## config.mk

```make
export PLATFORM = sky130hd
export DESIGN_NAME = jpeg_frame_size_extractor_top
export DESIGN_NICKNAME = d
export VERILOG_FILES = /design/src/jfse_pkg.sv /design/src/jfse_parser.sv /design/src/jfse_out_reg.sv /design/src/jpeg_frame_size_extractor_top.sv
export SDC_FILE = /design/constraint.sdc
export NUM_CORES = 1
export LEC_CHECK = 0
export ABC_AREA = 1
export BUFFER_PORTS_ARGS = -buffer_cell sky130_fd_sc_hd__buf_2
export CAP_MARGIN = 30
export CORE_ASPECT_RATIO = 0.6
export CORE_MARGIN = 10
export CORE_UTILIZATION = 55
export CTS_CLUSTER_DIAMETER = 80
export DETAILED_ROUTE_END_ITERATION = 10
export HOLD_SLACK_MARGIN = 0.1
export PLACE_DENSITY_LB_ADDON = 0.2
export SLEW_MARGIN = 15
export SYNTH_ARGS = -nofsm -noshare
export SYNTH_HDL_FRONTEND = slang
export SYNTH_SLANG_ARGS = --single-unit
```

## constraint.sdc

```tcl
create_clock -name clk -period 2.8 [get_ports clk]
set_input_delay 0.14 -clock clk [delete_from_list [all_inputs] [get_ports clk]]
set_output_delay 0.14 -clock clk [all_outputs]
set_load 0.005 [all_outputs]
```

## src/jfse_pkg.sv

```systemverilog
// ----------------------------------------------------------------------------
// JPEG frame size extractor - shared package
// Widths, status codes, register indexes and the header byte pattern.
// ----------------------------------------------------------------------------
package jfse_pkg;

  localparam int unsigned DIM_W       = 16;
  localparam int unsigned BYTE_W      = 8;
  localparam int unsigned STATUS_W    = 2;
  localparam int unsigned CFG_INDEX_W = 2;

  localparam logic [STATUS_W-1:0] ST_FOUND    = 2'd0;
  localparam logic [STATUS_W-1:0] ST_NOT_JFIF = 2'd1;
  localparam logic [STATUS_W-1:0] ST_NO_FRAME = 2'd2;

  localparam logic [CFG_INDEX_W-1:0] REG_DEFAULT_WIDTH  = 2'd0;
  localparam logic [CFG_INDEX_W-1:0] REG_DEFAULT_HEIGHT = 2'd1;

  localparam logic [DIM_W-1:0] DEFAULT_WIDTH_RST  = 16'd300;
  localparam logic [DIM_W-1:0] DEFAULT_HEIGHT_RST = 16'd376;

  typedef struct packed {
    logic                valid;
    logic [DIM_W-1:0]    width;
    logic [DIM_W-1:0]    height;
    logic [STATUS_W-1:0] status;
  } result_t;

  // SOI + APP0 + "JFIF"; the two length bytes are not compared
  function automatic logic [BYTE_W-1:0] header_expect(input logic [3:0] idx);
    logic [BYTE_W-1:0] val;
    case (idx)
      4'd0:    val = 8'hFF;
      4'd1:    val = 8'hD8;
      4'd2:    val = 8'hFF;
      4'd3:    val = 8'hE0;
      4'd6:    val = 8'h4A;
      4'd7:    val = 8'h46;
      4'd8:    val = 8'h49;
      4'd9:    val = 8'h46;
      default: val = 8'h00;
    endcase
    return val;
  endfunction

  function automatic logic is_sof(input logic [BYTE_W-1:0] code);
    logic hit;
    case (code) inside
      [8'hC0:8'hC3], [8'hC9:8'hCB]: hit = 1'b1;
      default:                      hit = 1'b0;
    endcase
    return hit;
  endfunction

endpackage

```

## src/jfse_parser.sv

```systemverilog
// ----------------------------------------------------------------------------
// JPEG frame size extractor - marker parser
// Per-byte state update: header check, segment skip, frame header capture.
// ----------------------------------------------------------------------------
module jfse_parser (
  input  logic                          clk,
  input  logic                          rst,
  input  logic                          step,
  input  logic [jfse_pkg::BYTE_W-1:0]   data_byte,
  input  logic                          last_byte,
  input  logic [jfse_pkg::DIM_W-1:0]    default_width,
  input  logic [jfse_pkg::DIM_W-1:0]    default_height,
  output jfse_pkg::result_t             result
);

  localparam logic [3:0] PH_HEADER    = 4'd0;
  localparam logic [3:0] PH_MARK_FF   = 4'd1;
  localparam logic [3:0] PH_MARK_CODE = 4'd2;
  localparam logic [3:0] PH_LEN_HI    = 4'd3;
  localparam logic [3:0] PH_LEN_LO    = 4'd4;
  localparam logic [3:0] PH_SKIP      = 4'd5;
  localparam logic [3:0] PH_SOF       = 4'd6;
  localparam logic [3:0] PH_DONE      = 4'd7;

  logic [3:0]                      parse_phase, parse_phase_next;
  logic [3:0]                      byte_index, byte_index_next;
  logic [jfse_pkg::DIM_W-1:0]      skip_count, skip_count_next;
  logic [jfse_pkg::BYTE_W-1:0]     length_high, length_high_next;
  logic [jfse_pkg::DIM_W-1:0]      height_capture, height_capture_next;
  logic [jfse_pkg::DIM_W-1:0]      width_capture, width_capture_next;
  logic                            result_sent, result_sent_next;

  logic [3:0]                      hdr_idx;
  logic [jfse_pkg::DIM_W-1:0]      seg_len;
  logic [jfse_pkg::DIM_W-1:0]      skip_dec;

  assign hdr_idx  = (byte_index > 4'd9) ? 4'd9 : byte_index;
  assign seg_len  = {length_high, data_byte};
  assign skip_dec = (skip_count != '0) ? skip_count - 1'b1 : skip_count;

  always_comb begin
    parse_phase_next    = parse_phase;
    byte_index_next     = byte_index;
    skip_count_next     = skip_count;
    length_high_next    = length_high;
    height_capture_next = height_capture;
    width_capture_next  = width_capture;
    result_sent_next    = result_sent;
    result              = '0;

    case (parse_phase)
      PH_HEADER: begin
        if (hdr_idx != 4'd4 && hdr_idx != 4'd5 &&
            data_byte != jfse_pkg::header_expect(hdr_idx)) begin
          result = '{1'b1, default_width, default_height, jfse_pkg::ST_NOT_JFIF};
          result_sent_next = 1'b1;
          parse_phase_next = PH_DONE;
        end else begin
          if (hdr_idx == 4'd4) length_high_next = data_byte;
          if (hdr_idx == 4'd5) skip_count_next = seg_len;
          if (hdr_idx == 4'd9) begin
            skip_count_next  = (skip_count > 16'd6) ? skip_count - 16'd6 : '0;
            parse_phase_next = (skip_count > 16'd6) ? PH_SKIP : PH_MARK_FF;
            byte_index_next  = '0;
          end else begin
            byte_index_next = hdr_idx + 4'd1;
          end
        end
      end
      PH_MARK_FF: begin
        if (data_byte == 8'hFF) begin
          parse_phase_next = PH_MARK_CODE;
        end else begin
          result = '{1'b1, default_width, default_height, jfse_pkg::ST_NO_FRAME};
          result_sent_next = 1'b1;
          parse_phase_next = PH_DONE;
        end
      end
      PH_MARK_CODE: begin
        if (jfse_pkg::is_sof(data_byte)) begin
          parse_phase_next = PH_SOF;
          byte_index_next  = '0;
        end else begin
          parse_phase_next = PH_LEN_HI;
        end
      end
      PH_LEN_HI: begin
        length_high_next = data_byte;
        parse_phase_next = PH_LEN_LO;
      end
      PH_LEN_LO: begin
        if (seg_len > 16'd2) begin
          skip_count_next  = seg_len - 16'd2;
          parse_phase_next = PH_SKIP;
        end else begin
          skip_count_next  = '0;
          parse_phase_next = PH_MARK_FF;
        end
      end
      PH_SKIP: begin
        skip_count_next = skip_dec;
        if (skip_dec == '0) parse_phase_next = PH_MARK_FF;
      end
      PH_SOF: begin
        if (byte_index >= 4'd6) begin
          width_capture_next = width_capture | {8'h00, data_byte};
          result = '{1'b1, width_capture | {8'h00, data_byte}, height_capture,
                     jfse_pkg::ST_FOUND};
          result_sent_next = 1'b1;
          parse_phase_next = PH_DONE;
        end else begin
          if (byte_index == 4'd3) height_capture_next = {data_byte, 8'h00};
          if (byte_index == 4'd4) height_capture_next = height_capture | {8'h00, data_byte};
          if (byte_index == 4'd5) width_capture_next = {data_byte, 8'h00};
          byte_index_next = byte_index + 4'd1;
        end
      end
      default: begin
      end
    endcase

    if (last_byte) begin
      if (!result_sent_next) begin
        result = '{1'b1, default_width, default_height,
                   (parse_phase_next == PH_HEADER) ? jfse_pkg::ST_NOT_JFIF
                                                   : jfse_pkg::ST_NO_FRAME};
      end
      parse_phase_next    = PH_HEADER;
      byte_index_next     = '0;
      skip_count_next     = '0;
      length_high_next    = '0;
      height_capture_next = '0;
      width_capture_next  = '0;
      result_sent_next    = 1'b0;
    end

    if (!step) result = '0;
  end

  always_ff @(posedge clk) begin
    if (rst) begin
      parse_phase    <= PH_HEADER;
      byte_index     <= '0;
      skip_count     <= '0;
      length_high    <= '0;
      height_capture <= '0;
      width_capture  <= '0;
      result_sent    <= 1'b0;
    end else if (step) begin
      parse_phase    <= parse_phase_next;
      byte_index     <= byte_index_next;
      skip_count     <= skip_count_next;
      length_high    <= length_high_next;
      height_capture <= height_capture_next;
      width_capture  <= width_capture_next;
      result_sent    <= result_sent_next;
    end
  end

endmodule

```

## src/jfse_out_reg.sv

```systemverilog
// ----------------------------------------------------------------------------
// JPEG frame size extractor - result register
// Holds one result word until the receiver takes it.
// ----------------------------------------------------------------------------
module jfse_out_reg (
  input  logic                            clk,
  input  logic                            rst,
  input  jfse_pkg::result_t               result,
  input  logic                            out_ready,
  output logic                            out_valid,
  output logic [jfse_pkg::DIM_W-1:0]      image_width,
  output logic [jfse_pkg::DIM_W-1:0]      image_height,
  output logic [jfse_pkg::STATUS_W-1:0]   parse_status
);

  always_ff @(posedge clk) begin
    if (rst) begin
      out_valid <= 1'b0;
    end else if (result.valid) begin
      out_valid <= 1'b1;
    end else if (out_ready) begin
      out_valid <= 1'b0;
    end
  end

  always_ff @(posedge clk) begin
    if (result.valid) begin
      image_width  <= result.width;
      image_height <= result.height;
      parse_status <= result.status;
    end
  end

endmodule

```

## src/jpeg_frame_size_extractor_top.sv

```systemverilog
// ----------------------------------------------------------------------------
// JPEG frame size extractor - top level
// Parses a JPEG byte stream and reports the frame dimensions once per file.
// ----------------------------------------------------------------------------
// Input channel: one file byte per word (data_byte, last_byte), in_valid and
// in_ready. Output channel: one word per file (image_width, image_height,
// parse_status), out_valid and out_ready. Config channel: cfg_index selects
// default_width (0) or default_height (1), cfg_data is the value; always ready.
// An accepted input word sits in the input register; the byte FSM updates from
// it once the output slot is free, and any result is written to the output
// register at the end of that update cycle, which raises out_valid.
// Throughput is one byte per cycle while the output slot is free, set by the
// input register feeding the FSM update.
// While the output register holds an untaken result, the input register holds
// its byte and in_ready stays low until out_ready frees the output slot; every
// byte waits then, including bytes that give no result.
// Reset clears the parser, empties both registers and restores the defaults
// 300 x 376. After the byte flagged last_byte the parser restarts for the next
// file.
// ----------------------------------------------------------------------------
module jpeg_frame_size_extractor_top (
  input  logic                               clk,
  input  logic                               rst,
  input  logic                               in_valid,
  output logic                               in_ready,
  input  logic [jfse_pkg::BYTE_W-1:0]        data_byte,
  input  logic                               last_byte,
  output logic                               out_valid,
  input  logic                               out_ready,
  output logic [jfse_pkg::DIM_W-1:0]         image_width,
  output logic [jfse_pkg::DIM_W-1:0]         image_height,
  output logic [jfse_pkg::STATUS_W-1:0]      parse_status,
  input  logic                               cfg_valid,
  output logic                               cfg_ready,
  input  logic [jfse_pkg::CFG_INDEX_W-1:0]   cfg_index,
  input  logic [jfse_pkg::DIM_W-1:0]         cfg_data
);

  logic                            stage_valid;
  logic [jfse_pkg::BYTE_W-1:0]     stage_byte;
  logic                            stage_last;
  logic                            advance;
  logic [jfse_pkg::DIM_W-1:0]      default_width;
  logic [jfse_pkg::DIM_W-1:0]      default_height;
  jfse_pkg::result_t               result;

  assign cfg_ready = 1'b1;
  assign advance   = stage_valid && (!out_valid || out_ready);
  assign in_ready  = !stage_valid || advance;

  always_ff @(posedge clk) begin
    if (rst) begin
      default_width  <= jfse_pkg::DEFAULT_WIDTH_RST;
      default_height <= jfse_pkg::DEFAULT_HEIGHT_RST;
    end else if (cfg_valid && cfg_ready) begin
      if (cfg_index == jfse_pkg::REG_DEFAULT_WIDTH)  default_width  <= cfg_data;
      if (cfg_index == jfse_pkg::REG_DEFAULT_HEIGHT) default_height <= cfg_data;
    end
  end

  always_ff @(posedge clk) begin
    if (rst) begin
      stage_valid <= 1'b0;
    end else if (in_ready) begin
      stage_valid <= in_valid;
    end
  end

  always_ff @(posedge clk) begin
    if (in_ready && in_valid) begin
      stage_byte <= data_byte;
      stage_last <= last_byte;
    end
  end

  jfse_parser u_parser (
    .clk            (clk),
    .rst            (rst),
    .step           (advance),
    .data_byte      (stage_byte),
    .last_byte      (stage_last),
    .default_width  (default_width),
    .default_height (default_height),
    .result         (result)
  );

  jfse_out_reg u_out_reg (
    .clk          (clk),
    .rst          (rst),
    .result       (result),
    .out_ready    (out_ready),
    .out_valid    (out_valid),
    .image_width  (image_width),
    .image_height (image_height),
    .parse_status (parse_status)
  );

  a_status_code: assert property (@(posedge clk) disable iff (rst)
    out_valid |-> (parse_status == jfse_pkg::ST_FOUND ||
                   parse_status == jfse_pkg::ST_NOT_JFIF ||
                   parse_status == jfse_pkg::ST_NO_FRAME))
    else $error("invalid parse_status code");

  a_stage_hold: assert property (@(posedge clk) disable iff (rst)
    stage_valid && !advance |=> stage_valid && $stable(stage_byte) && $stable(stage_last))
    else $error("stalled input word lost");

  a_result_slot: assert property (@(posedge clk) disable iff (rst)
    result.valid |-> (!out_valid || out_ready))
    else $error("result overwrote an untaken word");

  a_reset_empty: assert property (@(posedge clk)
    $past(rst) |-> !out_valid && !stage_valid)
    else $error("registers not empty after reset");

endmodule
```

==> out/metrics.yaml, run 1 <==
sta:
  finClkSkew_ps: 16.6
  whs_ps: 204
  slew_viol_final: 0
  finalSetupTns_ps: 0
  tightest_slew_ps: 814
  period_share: 0.951
  max_freq_mhz: 375
  relSlewSlack: 0.456
  rsz0062_at_grt: "no"
  period_needed_ps: 2660
  setup_viol: 0
  setup_slack_ps: 136
  hold_violations: 0
route:
  wl_um: 27700
  drt_pass1_iterations: 6
  wl_per_cell_um: 18.6
  drt-initial-drc-count: 1307
  via_per_inst: 5.68
  drc: 0
  ant_nets: 0
  route.vias.total: 8466
layout:
  final_common_cell: "nand2_1"
  regArea_mm2: 0.00328
  diodes: 0
  final_cell_mix: "252 x nand2_1, 149 x inv_1, 129 x nor2_1"
  nets: 1325
  multiInputGateArea_mm2: 0.00420
  final_area_mm2: 0.00995
  n_fill_cell: 1262
  fin_util: 0.674
  finalNonFillerCells: 1491
  areaGrowthSynthToFinish_pct: 18.1
  drive_gt1_frac: 0.169
synthesis:
  synth.distinct_cells: 51
  synthesis.area_mm2: 0.00843
  synth_compound_area_frac: 0.165
  synth.area.top_cells: "dfxtp_1 24%, edfxtp_1 15%, nand2_1 11%"
  synth_edf_count: 43
  synth_top_area_frac: 0.235
  syn_avg_cell_area_um2: 7.23
  synth-simple-area-share: 0.280
  synth-xor-area-share: 0.0312
  yosysTopAreaCell: "dfxtp_1"
  synth_top_family_by_area: "simple AND/OR/NAND/NOR gates"
  ys_ff_latch: 142
  synthAdderAreaFrac: 0.0193
  yosysWarnings: 0
  synth_top_flop_cell: "dfxtp_1"
  yosysSeqAreaShare: 0.388
  synth_mux_area_frac: 0
  ys_async_sr_fraction: 0
  synth_cells: 1166
  syn-num-nets: 1211
pwr:
  p_per_area_mw_per_mm2: 607
  finalPower_mw: 6.05
  leakage_nw: 4.42
  peakVddDrop_mv: 0.372
setup_path:
  startpoint_type: "register"
  crit_required_ps: 2950
  reg2reg_depth: 15
  critPathMaxFanout: 8
  criticalPathCategory: "reg2reg"
  timing.rr.start: "u_parser.skip_count[4]"
  worst_ep_arrival_time_ps: 2820
  end_kind: "register"
  ff2ff_setup_slack_ps: 140
  r2r_end: "u_out_reg.parse_status[1]"
clock_tree:
  tritoncts: "done"
  clk_pin_slew_ps: 70
  post_cts_buffers: 0
  clk-insertion-delay-late_ps: 430
  cts_buffer_depth: 2
  cts_buffers: 17
  htreeDepth: 4
  ctsRootBufferMaster: "clkbuf_16"
  cts_num_sinks: 142
floorplan:
  die_y_um: 116
  dieArea_mm2: 0.0208
  pin_count: 69
  num_rows: 34
  core-area_mm2: 0.0148
  fp.dieW_um: 180
  start_util: 0.571
global_routing:
  grt.overflow.total: 0
  antenna_found_initial: 0
  grt_max_degree: 36
  grt_pass1_vias: 7875
  grt_usage: 0.258
  grt_pass1_wl_um: 43400
min_path:
  whs_path_depth: 3
  hold-path-endpoint: "stage_valid"
  hp-start: "in_valid"
  min_path_type: "in2reg"
placed_design:
  dpl.hpwl_um: 20300
  postPlaceCellArea_mm2: 0.00909
  gp_congestion: 1.02
  placement.io_buffers: 67
  place_inst: 1432
  dp_slack_ps: 155
outcome:
  status: "complete, no violations"
flow_run:
  cap_violations: 0
-- cell families after synthesis --
group | count (synthesis)
adders and majority gates | 13
other | 1
AOI/OAI and AO/OA | 242
DFF | 142
buffers and inverters | 216
and+or+nand+nor | 522
xor gates and xnor gates | 30
-- metal layers --
layer  GRT usage  up-vias  part of all wire
met1       0.390     3866              0.47
li1            -     4053                 -
met4      0.0488        0            0.0083
met5           0        -                 0
met2       0.339      521              0.38
met3      0.0909       26              0.14
-- flip-flops by register name (all words and copies together) (netlist names), 16 cells and up --
signal,flops
u_parser.skip_count,16
default_width,16
u_out_reg.image_height,16
u_parser.height_capture,16
u_out_reg.image_width,16
default_height,16
u_parser.width_capture,16
-- how the worst max path moves through the flow --
stage	from	end	slack, ps	cells past startpoint
6_report	u_parser.skip_count[4]	u_out_reg.parse_status[1]	140	15
5_1_grt	u_parser.skip_count[1]	u_out_reg.parse_status[1]	3	16
4_1_cts	u_parser.byte_index[0]	u_out_reg.image_height[0]	110	19
3_5_place_dp	u_parser.byte_index[0]	u_out_reg.image_height[2]	150	19
3_3_place_gp	u_parser.skip_count[4]	u_out_reg.parse_status[1]	140	15
2_1_floorplan	u_parser.byte_index[1]	u_out_reg.image_height[0]	40	15
-- cell type report --
cell class	count	area share
clock inverters	14	0.0121
well taps	198	0.0249
multi-input cells	808	0.422
inverters	163	0.0621
flip-flops and latches	142	0.329
clock buffers	18	0.0431
repair buffers	148	0.107
-- where the power goes --
group | leakage (nW) | internal [mW] | switching [mW] | total (mW)
logic | 2.93 | 0.527 | 1.02 | 1.55
registers | 1.22 | 2.23 | 0.0666 | 2.30
clock network | 0.268 | 1.17 | 1.03 | 2.20
-- Yosys cell counts, types with 3 or more instances --
| library cell | number |
|---|---|
| nand2_1 | 252 |
| inv_1 | 151 |
| nor2_1 | 132 |
| dfxtp_1 | 99 |
| a21oi_1 | 94 |
| o21ai_0 | 87 |
| nand3_1 | 72 |
| edfxtp_1 | 43 |
| xor2_1 | 28 |
| nand3_2 | 23 |
| o211ai_1 | 23 |
| clkbuf_1 | 18 |
| o221ai_1 | 14 |
| ha_1 | 13 |
| nor3_1 | 12 |
| buf_2 | 10 |
| buf_6 | 10 |
| inv_2 | 9 |
| nand4_1 | 7 |
| buf_4 | 6 |
| o31ai_1 | 6 |
| o22ai_1 | 5 |
| nand2_4 | 4 |
| nor2_2 | 4 |
| buf_1 | 3 |
| nand2_2 | 3 |
| nor4_1 | 3 |
-- what timing repair did --
item                       in CTS  in global routing
resized for setup               0                 10
setup endpoints to repair       0                 71
hold buffers                   26                  0
hold endpoints to repair       42                  0
-- worst max-delay path, stage by stage, from the launching register on --
cell and delay, ps:
dfxtp_1 370, nor2_2 210, nand2_1 140, buf_4 170, nor4_2 330, o21ai_0 260
nand2_4 210, o21ai_0 110, inv_1 60, nand2_1 50, nand2_1 50, nand2_1 70
nor2_2 110, nand2_1 60, nand3_1 70, nand2_1 110
Power figures use the tool's default switching activity.
==> run 2: changes to the inputs <==
--- a/config.mk
+++ b/config.mk
@@ -8,7 +8,6 @@
 export ABC_AREA = 1
 export BUFFER_PORTS_ARGS = -buffer_cell sky130_fd_sc_hd__buf_2
 export CAP_MARGIN = 30
-export CORE_ASPECT_RATIO = 0.6
 export CORE_MARGIN = 10
 export CORE_UTILIZATION = 55
 export CTS_CLUSTER_DIAMETER = 80
==> run 2 against run 1 <==
Compared with the run above:
- routed wire length decreased by 11%
- largest power group unchanged
- register-to-register slack improved by 90 ps
- critical endpoint is now u_out_reg.image_height[7]
- sequential power about the same
==> out/metrics.yaml, run 2 (synthesized netlist as in run 1, its figures left out) <==
setup_path:
  crit_path_max_incr_delay_ps: 400
  worstPathCellList: "inv_2 > ha_1 > o21ai_2 > nand2_4 > nand3_1 > nand3_1 > nand3_1 > nor2_1 > nand3_2 > nand3_4 > a21oi_4 > inv_2 > nand2_8 > buf_4 > nand3_1 > nand2_1 > nor2_1"
  crit_required_ps: 2990
  crit_start: "u_parser.byte_index[0]"
  crit_family: "simple AND/OR/NAND/NOR gates"
  ff2ff_setup_slack_ps: 220
  cpMaxStageDelayCell: "dfxtp_2"
  reg2reg_depth: 17
  criticalPathCategory: "reg2reg"
  critPathMaxFanout: 14
  timing.rr.start: "u_parser.byte_index[0]"
  end_kind: "register"
  r2r_end: "u_out_reg.image_height[7]"
  path_depth: 17
  cp_common_cell: "nand3_1"
  path_buf_inv: 3
  startpoint_type: "register"
  crit_path_end: "u_out_reg.image_height[7]"
  worst_ep_arrival_time_ps: 2770
layout:
  final_cell_mix: "252 x nand2_1, 150 x inv_1, 130 x nor2_1"
  drive_gt1_frac: 0.160
  areaGrowthSynthToFinish_pct: 17.8
  finalNonFillerCells: 1473
  diodes: 0
  fin_util: 0.658
  final_area_mm2: 0.00993
  final_common_cell: "nand2_1"
  nets: 1317
clock_tree:
  post_cts_buffers: 0
  cts_buffers: 17
  htreeDepth: 4
  clk_pin_slew_ps: 60
  ctsRootBufferMaster: "clkbuf_16"
  cts_buffer_depth: 2
  tritoncts: "done"
  cts_num_sinks: 142
  clk-insertion-delay-late_ps: 440
route:
  drt_pass1_iterations: 5
  wl_per_cell_um: 16.6
  drt-initial-drc-count: 958
  via_per_inst: 5.57
  wl_um: 24500
  drc: 0
  route.vias.total: 8205
  ant_nets: 0
outcome:
  status: "complete, no violations"
pwr:
  finalPower_mw: 6.04
  p_per_area_mw_per_mm2: 608
  peakVddDrop_mv: 0.409
  leakage_nw: 4.39
global_routing:
  grt_pass1_wl_um: 39300
  grt_usage: 0.239
  antenna_found_initial: 0
  grt.overflow.total: 0
  grt_pass1_vias: 7619
  grt_max_degree: 35
sta:
  slew_viol_final: 0
  setup_slack_ps: 223
  tightest_slew_ps: 830
  setup_viol: 0
  finClkSkew_ps: 10.1
  relSlewSlack: 0.445
  max_freq_mhz: 388
  period_needed_ps: 2580
  finalSetupTns_ps: 0
  whs_ps: 145
  rsz0062_at_grt: "yes"
  hold_violations: 0
  period_share: 0.920
placed_design:
  postPlaceCellArea_mm2: 0.00905
  dpl.hpwl_um: 17900
  gp_congestion: 1.04
  dp_slack_ps: 131
  placement.io_buffers: 67
  place_inst: 1414
floorplan:
  start_util: 0.559
  fp.dieW_um: 144
  core-area_mm2: 0.0151
  die_y_um: 144
  num_rows: 45
  dieArea_mm2: 0.0207
  pin_count: 69
min_path:
  min_path_type: "in2reg"
flow_run:
  cap_violations: 0
[run 2: changes by cell type in the layout (fill, tap and decap cells not counted), sizes merged]
cell and delta:
buf -8, bufinv +1, clkbuf +3, clkinv +4
dlygate4sd3 +1, inv -9
[run 2: final cells by class]
cell class / instances / area, um2
clock buffers: 22 / 497
repair buffers: 140 / 1010
well taps: 188 / 235
fillers: 1299 / 5160
inverters: 163 / 618
clock inverters: 10 / 103
multi-input cells: 808 / 4190
flip-flops and latches: 142 / 3280
[run 2: worst min-delay path by stage]
stage	from	endpoint	depth (start not counted)
after floorplan	data_byte[0]	stage_byte[0]	0
after global routing	out_ready	u_out_reg.out_valid	4
after detailed placement	data_byte[3]	stage_byte[3]	1
final	out_ready	u_out_reg.out_valid	4
after global placement	data_byte[3]	stage_byte[3]	1
after CTS	out_ready	u_out_reg.out_valid	4
[run 2: worst register-to-register path: stages, from the launching register on]
cell and delay, ps:
dfxtp_2 400, inv_2 50, ha_1 210, o21ai_2 200, nand2_4 80, nand3_1 150
nand3_1 90, nand3_1 90, nor2_1 50, nand3_2 110, nand3_4 120, a21oi_4 200
inv_2 90, nand2_8 130, buf_4 170, nand3_1 80, nand2_1 70, nor2_1 50
[run 2: layer usage]
metal  wire length, um  vias to the layer above  global-route usage  part of all wire
li1                  -                     4041                   -                 -
met1             10700                     3730               0.311              0.43
met2             11400                      385               0.386              0.47
met3              1860                       49              0.0459             0.076
met4               570                        0              0.0881             0.023
met5                 0                        -                   0                 0
[run 2: repair_timing]
action,4_1_cts,5_1_grt
hold buffers,27,0
endpoints found under the hold margin,42,0
setup endpoints to repair,0,22
gates resized for setup,0,6
[run 2: power breakdown]
| group | switching, mW | internal, mW | leakage, nW | total, mW |
|---|---|---|---|---|
| Combinational | 0.937 | 0.517 | 2.88 | 1.45 |
| Clock | 0.920 | 1.36 | 0.288 | 2.28 |
| Sequential | 0.0707 | 2.23 | 1.22 | 2.30 |
==> run 3: changes to the inputs <==
--- a/config.mk
+++ b/config.mk
@@ -9,7 +9,7 @@
 export BUFFER_PORTS_ARGS = -buffer_cell sky130_fd_sc_hd__buf_2
 export CAP_MARGIN = 30
 export CORE_MARGIN = 10
-export CORE_UTILIZATION = 55
+export CORE_UTILIZATION = 25
 export CTS_CLUSTER_DIAMETER = 80
 export DETAILED_ROUTE_END_ITERATION = 10
 export HOLD_SLACK_MARGIN = 0.1
==> run 3 against run 2 <==
Compared with the run above:
- count of clock-buffer cells in the layout is 4 lower
- fmax shrank 0.50%
- design area grew 4.6%
- core utilization decreased by 35 points
- critical endpoint is now u_out_reg.parse_status[1]
- largest power group unchanged
==> out/metrics.yaml, run 3 (synthesized netlist as in run 1, its figures left out) <==
flow_run:
  cap_violations: 0
route:
  wl_um: 28600
  drc: 0
  drt_pass1_iterations: 5
  via_per_inst: 4.55
  drt-initial-drc-count: 526
  wl_per_cell_um: 16.3
  route.vias.total: 7970
  ant_nets: 0
global_routing:
  use_met2: 0.231
  grt_pass1_vias: 7831
  grt_usage: 0.137
  grt_pass1_wl_um: 45300
  antenna_found_initial: 0
  grt-busiest-layer: "met2"
  use_met3: 0.0219
  grt_max_degree: 33
  grt.overflow.total: 0
  grtUsageMet1: 0.179
placed_design:
  place_inst: 1691
  gp_congestion: 0.907
  postPlaceCellArea_mm2: 0.00949
  dpl.hpwl_um: 21700
  placement.io_buffers: 67
layout:
  diodes: 0
  drive_gt1_frac: 0.169
  final_cell_mix: "252 x nand2_1, 150 x inv_1, 132 x nor2_1"
  multiInputGateArea_mm2: 0.00419
  regArea_mm2: 0.00328
  n_fill_cell: 3676
  areaGrowthSynthToFinish_pct: 23.3
  final_common_cell: "nand2_1"
  nets: 1337
  finalNonFillerCells: 1753
  final_area_mm2: 0.0104
floorplan:
  core-area_mm2: 0.0334
  dieArea_mm2: 0.0415
  die_y_um: 204
  pin_count: 69
  num_rows: 67
  fp.dieW_um: 204
  start_util: 0.253
outcome:
  status: "complete, no violations"
sta:
  max_freq_mhz: 386
  hold_violations: 0
  relSlewSlack: 0.448
  finClkSkew_ps: 12.8
  period_needed_ps: 2590
  slew_viol_final: 0
  finalSetupTns_ps: 0
  period_share: 0.925
  rsz0062_at_grt: "no"
  setup_viol: 0
  tightest_slew_ps: 826
setup_path:
  critPathMaxFanout: 5
  criticalPathCategory: "reg2reg"
  startpoint_type: "register"
  reg2reg_depth: 15
  crit_required_ps: 2990
  worst_ep_arrival_time_ps: 2770
  end_kind: "register"
clock_tree:
  clk-insertion-delay-late_ps: 430
  cts_buffer_depth: 2
  cts_num_sinks: 142
  clk_pin_slew_ps: 70
  tritoncts: "done"
  ctsRootBufferMaster: "clkbuf_16"
  htreeDepth: 4
  cts_buffers: 17
pwr:
  peakVddDrop_mv: 0.413
  leakage_nw: 4.48
  p_per_area_mw_per_mm2: 583
min_path:
  min_path_type: "in2reg"
  whs_path_depth: 5
run 3: cell type report:
class | count | area share
well taps | 448 | 0.0539
clock buffers | 18 | 0.0423
multi-input cells | 808 | 0.403
repair buffers | 160 | 0.113
flip-flops and latches | 142 | 0.315
inverters | 163 | 0.0599
clock inverters | 14 | 0.0120
run 3: worst max-delay path, stage by stage, from the launching register on:
cell and delay, ps:
dfxtp_1 310, inv_1 150, ha_1 260, nand2_1 150, inv_1 170, nor2_1 50
o21ai_0 250, nand4_1 130, nor2_1 100, nand3_1 110, a21oi_1 210, nand2_1 110
nor2_2 150, nand2_1 80, nand3_1 60, nand2_1 50
run 3: power breakdown:
part           switching [mW]  internal, mW  leakage, nW
Sequential             0.0754          2.23         1.22
Clock                    1.04          1.19        0.282
Combinational           0.966         0.557         2.98
Total                    2.08          3.98         4.48
run 3: final timing paths:
check                                               start                        end  slack, ps
worst min-delay path                         cfg_index[1]          default_height[6]        170
worst max register to register     u_parser.skip_count[0]  u_out_reg.parse_status[1]        210
worst min register to register  u_parser.width_capture[3]  u_parser.width_capture[3]        440
worst max-delay path               u_parser.skip_count[0]  u_out_reg.parse_status[1]        210
run 3: timing repair:
action | 4_1_cts | 5_1_grt
setup buffers | 0 | 0
hold buffers | 29 | 0
gates resized for setup | 0 | 7
endpoints found under the hold margin | 45 | 0
endpoints found under the setup margin | 0 | 42
run 3: routing by layer:
metal | vias to the layer above | share of wire
met1 | 3701 | 0.47
met5 | - | 0
met2 | 171 | 0.48
li1 | 4079 | -
met4 | 0 | 0.015
met3 | 19 | 0.039
run 3: per-stage QoR:
stage                     hold slack [ps]  worst slack, ps  power, mW   util
after floorplan                       239             37.0       3.36      -
after global placement                319              149       3.81  0.284
after detailed placement              322              103       3.80  0.284
after CTS                             163             83.3       6.08  0.310
after global routing                  188             9.92       6.41  0.312
final                                 174              210       6.06  0.312
